--- src/rtl/gmig_pkg.sv ---
// gmig_pkg: shared types and constants for the grid mesh index generator
// no dependencies; imported by every module of the block

package gmig_pkg;

   // fixed field widths
   localparam int IDX_W     = 20;
   localparam int CSR_W     = 11;
   localparam int CSR_IDX_W = 1;

   // register indexes on the csr port
   typedef enum logic [CSR_IDX_W-1:0] {
      CSR_GRID_ROWS = 1'b0,
      CSR_GRID_COLS = 1'b1
   } csr_idx_type;

   // list selection codes
   localparam logic LIST_EDGE = 1'b0;
   localparam logic LIST_TRI  = 1'b1;

   // edge list phases
   localparam logic PHASE_COLUMN = 1'b0;
   localparam logic PHASE_ROW    = 1'b1;

   // triangle corner slots within one cell
   localparam logic [2:0] SLOT_BASE_A   = 3'd0;
   localparam logic [2:0] SLOT_NEXT_ROW = 3'd1;
   localparam logic [2:0] SLOT_DIAG_A   = 3'd2;
   localparam logic [2:0] SLOT_DIAG_B   = 3'd3;
   localparam logic [2:0] SLOT_NEXT_COL = 3'd4;
   localparam logic [2:0] SLOT_BASE_B   = 3'd5;

   // traversal control state, apart from the counters
   typedef struct packed {
      logic       active_list;
      logic       edge_phase;
      logic       row_pass_step;
      logic [2:0] corner_slot;
   } trav_ctl_type;

endpackage

--- src/rtl/grid_mesh_index_generator_unit.sv ---
// grid_mesh_index_generator_unit: top level, beat registers and traversal state
// depends on gmig_pkg, gmig_csr, gmig_step
//
// Usage:
//   req channel: one beat (kind, restart) asks for the next index of the edge
//   line strip (kind 0) or the triangle list (kind 1); restart, or a kind that
//   differs from the previous beat's, starts that list from its first index.
//   rsp channel: one beat per request, rsp_vertex_index plus rsp_last on the
//   final index of the list, after which the list wraps to its start.
//   csr port: grid_rows (index 0) and grid_cols (index 1), clamped to 2..MAX_DIM;
//   a write returns the traversal to the first index. Write only when idle.
// Timing:
//   a request beat lands in an input register, the index is computed by one
//   multiply and add into the result register, which drives rsp_valid and
//   holds the result beat until it is taken.
//   One beat per cycle is sustained while the receiver does not stall, limited
//   by the single multiply-add step between the two registers.
//   If the receiver stalls, the result register holds and an empty input
//   register still takes one more beat before req_stall rises.
// Reset: synchronous, clears the valid flags of both beat registers, the
//   traversal state and sets both dimensions to 2.

module grid_mesh_index_generator_unit #(
   parameter int MAX_DIM = 1024
) (
   input  logic                            clock,
   input  logic                            reset,
   input  logic                            req_valid,
   output logic                            req_stall,
   input  logic                            req_kind,
   input  logic                            req_restart,
   output logic                            rsp_valid,
   input  logic                            rsp_stall,
   output logic [gmig_pkg::IDX_W-1:0]      rsp_vertex_index,
   output logic                            rsp_last,
   input  logic                            csr_wr_en,
   input  logic [gmig_pkg::CSR_IDX_W-1:0]  csr_index,
   input  logic [gmig_pkg::CSR_W-1:0]      csr_wdata
);
   import gmig_pkg::*;

   localparam int DIM_W = $clog2(MAX_DIM + 1);
   localparam int CNT_W = $clog2(MAX_DIM);

   logic [DIM_W-1:0] grid_rows;
   logic [DIM_W-1:0] grid_cols;

   logic             in_valid_ff, in_valid_in;
   logic             in_kind_ff, in_restart_ff;
   logic             out_valid_ff, out_valid_in;
   logic [IDX_W-1:0] out_index_ff;
   logic             out_last_ff;

   trav_ctl_type     ctl_ff, ctl_in, ctl_nxt;
   logic [CNT_W-1:0] outer_ff, outer_in, outer_nxt;
   logic [CNT_W-1:0] inner_ff, inner_in, inner_nxt;
   logic [IDX_W-1:0] step_index;
   logic             step_last;

   logic             req_fire;
   logic             advance;
   logic             step_fire;

   gmig_csr #(
      .MAX_DIM (MAX_DIM),
      .DIM_W   (DIM_W)
   ) u_csr (
      .clock     (clock),
      .reset     (reset),
      .csr_wr_en (csr_wr_en),
      .csr_index (csr_index),
      .csr_wdata (csr_wdata),
      .grid_rows (grid_rows),
      .grid_cols (grid_cols)
   );

   gmig_step #(
      .MAX_DIM (MAX_DIM),
      .DIM_W   (DIM_W),
      .CNT_W   (CNT_W)
   ) u_step (
      .kind         (in_kind_ff),
      .restart      (in_restart_ff),
      .grid_rows    (grid_rows),
      .grid_cols    (grid_cols),
      .ctl_cur      (ctl_ff),
      .outer_cur    (outer_ff),
      .inner_cur    (inner_ff),
      .ctl_nxt      (ctl_nxt),
      .outer_nxt    (outer_nxt),
      .inner_nxt    (inner_nxt),
      .vertex_index (step_index),
      .last         (step_last)
   );

   // handshake: result register frees when empty or taken
   assign advance   = !out_valid_ff || !rsp_stall;
   assign step_fire = in_valid_ff && advance;
   assign req_stall = in_valid_ff && !advance;
   assign req_fire  = req_valid && !req_stall;

   always_comb begin
      if (req_fire) begin
         in_valid_in = 1'b1;
      end else if (step_fire) begin
         in_valid_in = 1'b0;
      end else begin
         in_valid_in = in_valid_ff;
      end
      if (step_fire) begin
         out_valid_in = 1'b1;
      end else if (!rsp_stall) begin
         out_valid_in = 1'b0;
      end else begin
         out_valid_in = out_valid_ff;
      end
   end

   // traversal state: csr write rewinds the active list
   always_comb begin
      ctl_in   = ctl_ff;
      outer_in = outer_ff;
      inner_in = inner_ff;
      if (csr_wr_en) begin
         ctl_in             = '0;
         ctl_in.active_list = ctl_ff.active_list;
         outer_in           = '0;
         inner_in           = '0;
      end else if (step_fire) begin
         ctl_in   = ctl_nxt;
         outer_in = outer_nxt;
         inner_in = inner_nxt;
      end
   end

   // control registers
   always_ff @(posedge clock) begin
      if (reset) begin
         in_valid_ff  <= 1'b0;
         out_valid_ff <= 1'b0;
         ctl_ff       <= '0;
         outer_ff     <= '0;
         inner_ff     <= '0;
      end else begin
         in_valid_ff  <= in_valid_in;
         out_valid_ff <= out_valid_in;
         ctl_ff       <= ctl_in;
         outer_ff     <= outer_in;
         inner_ff     <= inner_in;
      end
   end

   // payload registers
   always_ff @(posedge clock) begin
      if (req_fire) begin
         in_kind_ff    <= req_kind;
         in_restart_ff <= req_restart;
      end
      if (step_fire) begin
         out_index_ff <= step_index;
         out_last_ff  <= step_last;
      end
   end

   assign rsp_valid        = out_valid_ff;
   assign rsp_vertex_index = out_index_ff;
   assign rsp_last         = out_last_ff;

endmodule

--- src/rtl/gmig_csr.sv ---
// gmig_csr: grid dimension registers, clamped to 2..MAX_DIM on write
// depends on gmig_pkg

module gmig_csr #(
   parameter int MAX_DIM = 1024,
   parameter int DIM_W   = $clog2(MAX_DIM + 1)
) (
   input  logic                            clock,
   input  logic                            reset,
   input  logic                            csr_wr_en,
   input  logic [gmig_pkg::CSR_IDX_W-1:0]  csr_index,
   input  logic [gmig_pkg::CSR_W-1:0]      csr_wdata,
   output logic [DIM_W-1:0]                grid_rows,
   output logic [DIM_W-1:0]                grid_cols
);
   import gmig_pkg::*;

   localparam int CMP_W = (CSR_W > DIM_W) ? CSR_W : DIM_W;

   logic [CMP_W-1:0] wdata_ext;
   logic [DIM_W-1:0] dim_clamped;
   logic [DIM_W-1:0] rows_ff, rows_in;
   logic [DIM_W-1:0] cols_ff, cols_in;

   // clamp the written value into the legal dimension range
   always_comb begin
      wdata_ext = CMP_W'(csr_wdata);
      if (wdata_ext < CMP_W'(2)) begin
         dim_clamped = DIM_W'(2);
      end else if (wdata_ext > CMP_W'(MAX_DIM)) begin
         dim_clamped = DIM_W'(MAX_DIM);
      end else begin
         dim_clamped = DIM_W'(wdata_ext);
      end
   end

   // register decode
   always_comb begin
      rows_in = rows_ff;
      cols_in = cols_ff;
      if (csr_wr_en) begin
         case (csr_idx_type'(csr_index))
            CSR_GRID_ROWS: rows_in = dim_clamped;
            CSR_GRID_COLS: cols_in = dim_clamped;
            default: begin
               rows_in = rows_ff;
               cols_in = cols_ff;
            end
         endcase
      end
   end

   always_ff @(posedge clock) begin
      if (reset) begin
         rows_ff <= DIM_W'(2);
         cols_ff <= DIM_W'(2);
      end else begin
         rows_ff <= rows_in;
         cols_ff <= cols_in;
      end
   end

   assign grid_rows = rows_ff;
   assign grid_cols = cols_ff;

endmodule

--- src/rtl/gmig_step.sv ---
// gmig_step: combinational next-index logic for one beat, one shared multiplier
// depends on gmig_pkg

module gmig_step #(
   parameter int MAX_DIM = 1024,
   parameter int DIM_W   = $clog2(MAX_DIM + 1),
   parameter int CNT_W   = $clog2(MAX_DIM)
) (
   input  logic                          kind,
   input  logic                          restart,
   input  logic [DIM_W-1:0]              grid_rows,
   input  logic [DIM_W-1:0]              grid_cols,
   input  gmig_pkg::trav_ctl_type        ctl_cur,
   input  logic [CNT_W-1:0]              outer_cur,
   input  logic [CNT_W-1:0]              inner_cur,
   output gmig_pkg::trav_ctl_type        ctl_nxt,
   output logic [CNT_W-1:0]              outer_nxt,
   output logic [CNT_W-1:0]              inner_nxt,
   output logic [gmig_pkg::IDX_W-1:0]    vertex_index,
   output logic                          last
);
   import gmig_pkg::*;

   localparam int PROD_W = CNT_W + DIM_W;
   localparam int SUM_W  = (PROD_W + 1 > IDX_W) ? PROD_W + 1 : IDX_W;

   trav_ctl_type     ctl_s;
   logic [CNT_W-1:0] outer_s;
   logic [CNT_W-1:0] inner_s;
   logic [DIM_W-1:0] outer_inc;
   logic [DIM_W-1:0] inner_inc;
   logic [DIM_W-1:0] row_sel;
   logic [DIM_W-1:0] col_sel;
   logic [CNT_W-1:0] mul_col;
   logic [SUM_W-1:0] add_off;
   logic [PROD_W-1:0] prod;
   logic [SUM_W-1:0] sum;

   // a restart or a list change begins the chosen list afresh
   always_comb begin
      if (restart || (kind != ctl_cur.active_list)) begin
         ctl_s             = '0;
         ctl_s.active_list = kind;
         outer_s           = '0;
         inner_s           = '0;
      end else begin
         ctl_s   = ctl_cur;
         outer_s = outer_cur;
         inner_s = inner_cur;
      end
      outer_inc = DIM_W'(outer_s) + DIM_W'(1);
      inner_inc = DIM_W'(inner_s) + DIM_W'(1);
   end

   // operand selection for column * rows + offset
   always_comb begin
      row_sel = '0;
      col_sel = '0;
      mul_col = '0;
      add_off = '0;
      if (ctl_s.active_list == LIST_EDGE) begin
         if (ctl_s.edge_phase == PHASE_COLUMN) begin
            // down even columns, up odd columns
            mul_col = outer_s;
            row_sel = outer_s[0] ? (grid_rows - DIM_W'(inner_s) - DIM_W'(1))
                                 : DIM_W'(inner_s);
            add_off = SUM_W'(row_sel);
         end else begin
            // back across the rows, alternating direction
            row_sel = ctl_s.row_pass_step ? (grid_rows - DIM_W'(outer_s) - DIM_W'(1))
                                          : DIM_W'(outer_s);
            col_sel = outer_s[0] ? DIM_W'(inner_s)
                                 : (grid_cols - DIM_W'(inner_s) - DIM_W'(1));
            mul_col = CNT_W'(col_sel);
            add_off = SUM_W'(row_sel);
         end
      end else begin
         // cell base plus corner offset
         mul_col = inner_s;
         case (ctl_s.corner_slot)
            SLOT_NEXT_ROW: add_off = SUM_W'(outer_s) + SUM_W'(1);
            SLOT_DIAG_A,
            SLOT_DIAG_B:   add_off = SUM_W'(outer_s) + SUM_W'(grid_rows) + SUM_W'(1);
            SLOT_NEXT_COL: add_off = SUM_W'(outer_s) + SUM_W'(grid_rows);
            default:       add_off = SUM_W'(outer_s);
         endcase
      end
   end

   assign prod         = PROD_W'(mul_col) * PROD_W'(grid_rows);
   assign sum          = SUM_W'(prod) + add_off;
   assign vertex_index = sum[IDX_W-1:0];

   // counter advance
   always_comb begin
      ctl_nxt   = ctl_s;
      outer_nxt = outer_s;
      inner_nxt = inner_s;
      last      = 1'b0;
      if (ctl_s.active_list == LIST_EDGE) begin
         if (ctl_s.edge_phase == PHASE_COLUMN) begin
            if (inner_inc >= grid_rows) begin
               inner_nxt = '0;
               if (outer_inc >= grid_cols) begin
                  outer_nxt             = '0;
                  ctl_nxt.edge_phase    = PHASE_ROW;
                  ctl_nxt.row_pass_step = grid_cols[0];
               end else begin
                  outer_nxt = CNT_W'(outer_inc);
               end
            end else begin
               inner_nxt = CNT_W'(inner_inc);
            end
         end else begin
            if (inner_inc >= grid_cols) begin
               inner_nxt = '0;
               if (outer_inc >= grid_rows) begin
                  last                  = 1'b1;
                  outer_nxt             = '0;
                  ctl_nxt.edge_phase    = PHASE_COLUMN;
                  ctl_nxt.row_pass_step = 1'b0;
                  ctl_nxt.corner_slot   = SLOT_BASE_A;
               end else begin
                  outer_nxt = CNT_W'(outer_inc);
               end
            end else begin
               inner_nxt = CNT_W'(inner_inc);
            end
         end
      end else begin
         if (ctl_s.corner_slot >= SLOT_BASE_B) begin
            ctl_nxt.corner_slot = SLOT_BASE_A;
            if (inner_inc >= grid_cols - DIM_W'(1)) begin
               inner_nxt = '0;
               if (outer_inc >= grid_rows - DIM_W'(1)) begin
                  last                  = 1'b1;
                  outer_nxt             = '0;
                  ctl_nxt.edge_phase    = PHASE_COLUMN;
                  ctl_nxt.row_pass_step = 1'b0;
               end else begin
                  outer_nxt = CNT_W'(outer_inc);
               end
            end else begin
               inner_nxt = CNT_W'(inner_inc);
            end
         end else begin
            ctl_nxt.corner_slot = ctl_s.corner_slot + 3'd1;
         end
      end
   end

endmodule

--- config.mk ---
export PLATFORM = sky130hd
export DESIGN_NAME = grid_mesh_index_generator_unit
export DESIGN_NICKNAME = d
export VERILOG_FILES = /design/src/rtl/gmig_pkg.sv /design/src/rtl/grid_mesh_index_generator_unit.sv /design/src/rtl/gmig_csr.sv /design/src/rtl/gmig_step.sv
export SDC_FILE = /design/constraint.sdc
export NUM_CORES = 1
export LEC_CHECK = 0
export BUFFER_PORTS_ARGS = -buffer_cell sky130_fd_sc_hd__buf_4
export CORE_ASPECT_RATIO = 0.75
export CORE_MARGIN = 2
export CORE_UTILIZATION = 60
export DETAILED_ROUTE_END_ITERATION = 6
export MAX_ROUTING_LAYER = met4
export PLACE_DENSITY_LB_ADDON = 0.08
export SYNTH_ARGS = -nofsm -noshare
export SYNTH_HDL_FRONTEND = slang
export SYNTH_HIERARCHICAL = 1
export SYNTH_SLANG_ARGS = --single-unit
--- constraint.sdc ---
create_clock -name clock -period 14.3 [get_ports clock]
set_clock_uncertainty 0.15 [all_clocks]
set_input_delay 1.43 -clock clock [delete_from_list [all_inputs] [get_ports clock]]
set_output_delay 1.43 -clock clock [all_outputs]
set_load 0.005 [all_outputs]
==> metrics.yaml <==
outcome:
  status: "complete, no violations"
timing:
  period_needed_ns: 9.59
  setup_viol_count_final: 0
  drv_slew: 0
  rsz0062_at_grt: "no"
  layout_worst_path_cycle_share_pct: 67.1
  layout_setup_ws_ns: 4.71
  slew_headroom_pct: 21.0
  max_freq_mhz: 104
  finalSetupTns_ns: 0
  hold_viol: 0
  tightestPinTransition_ns: 1.19
  hold-worst-slack_ns: 0.311
logic_synthesis:
  synth_top_family_by_area: "adder cells"
  yosysSeqAreaShare_pct: 13.4
  ys.flop_type: "dfxtp_1"
  syn_inst: 1603
  yosys_warnings: 6
  synth_nets: 1880
  synth_mux_area_share_pct: 1.07
  ys_seq_elements: 73
  synth_xor_area_share_pct: 5.68
  synth_area_leaders: "ha_1, fa_1, dfxtp_1, nand2_1, edfxtp_1"
  synth_top_area_cell: "ha_1"
  synthArstFlopShare_pct: 0
  avgSynthCellArea_sq_um: 7.89
  synth_edf_count: 23
  yosysUniqueCellTypes: 97
  yosys.area.top_type_share_pct: 17.0
  synth_adder_area_share_pct: 30.6
  synthSimpleGateAreaFrac_pct: 20.8
  synth_compound_area_share_pct: 20.2
  syn_area_sq_mm: 0.0126
placed_design:
  place_ws_ns: 4.88
  dp_hpwl_um: 32600
  io_buffers: 41
  place.gp.congestion: 1.04
  dp_cells: 1879
power:
  power_mw: 0.633
  powerDensity_mw_per_mm2: 47.0
  p_leak_nw: 5.96
  p_int_mw: 0.411
  pwr-share-clk_pct: 39.3
  sw_frac_of_total_pct: 35.1
  vdd_drop_max_mv: 0.0559
  p_comb_share_pct: 24.9
  seqPwrFrac_pct: 35.8
  power_switching_mw: 0.222
floorplanning:
  die_w_um: 172
  coreArea_sq_mm: 0.0204
  initial_core_util_pct: 61.9
  die_area_sq_mm: 0.0223
  die_h_um: 130
  io-pin-count: 42
  rows: 45
cells_and_area:
  nNetsFinal: 1885
  mostFrequentLayoutCells: "nand2_1, inv_1, ha_1, a21oi_1, fa_1"
  nFillCells: 1832
  layout_commonest_cell: "nand2_1"
  final_cell_count_no_fill: 1898
  final_layout_size_suffix_gt1_share_pct: 7.32
  area_growth_pct: 6.35
worst_setup_path:
  cp.required_ns: 14.25
  slowest_delay_ns: 0.88
  crit_fanout: 61
  cp_slowest_cell: "o21ai_0"
  critPathArrivalTime_ns: 9.54
  path_common_cell: "fa_1"
  reg2reg_from: "in_kind_ff"
  crit_start: "in_kind_ff"
  critPathCaptureType: "register"
  worstSetupPathType: "register to register"
  start_kind: "register"
route:
  via_per_inst: 6.40
  drtAntennaViolNets: 0
  first_iter_violations: 1643
  vias: 12200
  avgRoutedWirePerCell_um: 22.3
  drt_wl_total_um: 42200
  dr.pass1.iters: 6
  route.detailed.drc: 0
global_routing:
  met2_usage_pct: 55.6
  busiest_layer: "met1"
  overflow: 0
  use_met1_pct: 57.5
  grt_max_degree: 62
  met3_usage_pct: 9.40
  grt_pass1_vias: 11400
  grt_pass1_wl_um: 65200
  grt_use_total_pct: 40.0
  antenna_found_initial: 2
clocking:
  cts_resized: 0
  cts_made_buffers: 9
  worstSkewPairLatency_ns: 0.36
  cts_tree: "built"
  numClockSinks: 73
  clockRootBuffer: "clkbuf_16"
  ctsLongestPathBuffers: 2
  cts_setup_buffers: 0
  clk_pin_slew_ns: 0.08
  cts_hold_buf: 0
  htreeDepth: 3
min_path:
  hold_path_class: "register to register"
  hold_start: "u_csr/grid_rows[6]"
flow_run:
  cap_violations: 0
metal layers:
metal  vias up  wire [um]
li1       5555          -
met1      5760      18900
met2       744      16900
met3        97       5060
met4         0       1300
met5         -          0
power by group through the flow:
stage               clock, mW  combinational, mW  sequential [mW]
CTS                     0.253              0.152            0.226
global placement            0              0.148            0.231
global route            0.259              0.172            0.227
floorplan                   0              0.109            0.229
detailed placement          0              0.151            0.231
finish                  0.249              0.158            0.226
through the flow:
stage	cell area (sq um)	utilization [%]
floorplan	12600	-
global placement	13100	64.3
detailed placement	13100	64.3
CTS	13400	65.8
global route	13400	65.8
finish	13500	65.8
Yosys cell counts, types with 8 or more instances:
cell and instances:
or3_1 11, dfxtp_1 50, nand4_1 10, a21oi_2 10
a21oi_1 114, and3_1 15, nor2_1 77, fa_1 86
a31oi_1 12, nand2b_1 12, nor3_1 37, ha_1 172
buf_2 11, xor2_1 21, o211ai_1 23, nor2b_1 28
edfxtp_1 23, clkbuf_1 48, inv_1 181, xnor2_1 56
o21a_1 18, and2_1 58, nor4_1 8, o21ai_0 81
a211oi_1 18, o22ai_1 8, a21o_1 17, nor3b_1 9
nand3_1 35, nand2_1 208
cells by family (layout without fill, tap and decap cells):
logic type               after synthesis  count (layout)
flip-flops                            73              73
buffers and inverters                254             264
adder cells (fa/ha/maj)              258             258
multiplexers                          12              12
AO/OA/AOI/OAI                        389             389
XOR/XNOR                              79              79
other                                  1               4
AND/OR/NAND/NOR                      537             537
sequential cells by signal, summed over array words and instances, names as in the netlist:
signal            count
rsp_valid             1
rsp_vertex_index     20
in_valid_ff           1
rsp_last              1
ctl_ff                6
in_restart_ff         1
inner_ff             10
u_csr/grid_cols      11
in_kind_ff            1
outer_ff             10
u_csr/grid_rows      11
critical path, delay by kind of cell (launching register included):
kind                     cells  cell delay [ns]
flip-flops                   1             0.32
buffers and inverters        6             1.15
AND/OR/NAND/NOR              6             1.07
XOR/XNOR                     2             0.31
adder cells (fa/ha/maj)      8             3.44
AO/OA/AOI/OAI               10             2.83
layout make-up:
type                            instances  area, sq um  share of cell area (%)
Antenna cell                            3         7.51                  0.0558
Clock buffer                           10          250                    1.86
Clock inverter                          6         52.6                   0.391
Inverter                              185          702                    5.22
Multi-Input combinational cell       1276         9920                    73.8
Sequential cell                        73         1690                    12.6
Tap cell                              282          353                    2.62
Timing Repair Buffer                   63          473                    3.52
final timing paths:
path                           to  slack [ns]  cells past startpoint
min            u_csr/grid_rows[6]        0.31                      2
max reg2reg  rsp_vertex_index[19]        4.71                     32
min reg2reg    u_csr/grid_rows[6]        0.31                      2
max          rsp_vertex_index[19]        4.71                     32
Power figures use the tool's default switching activity.
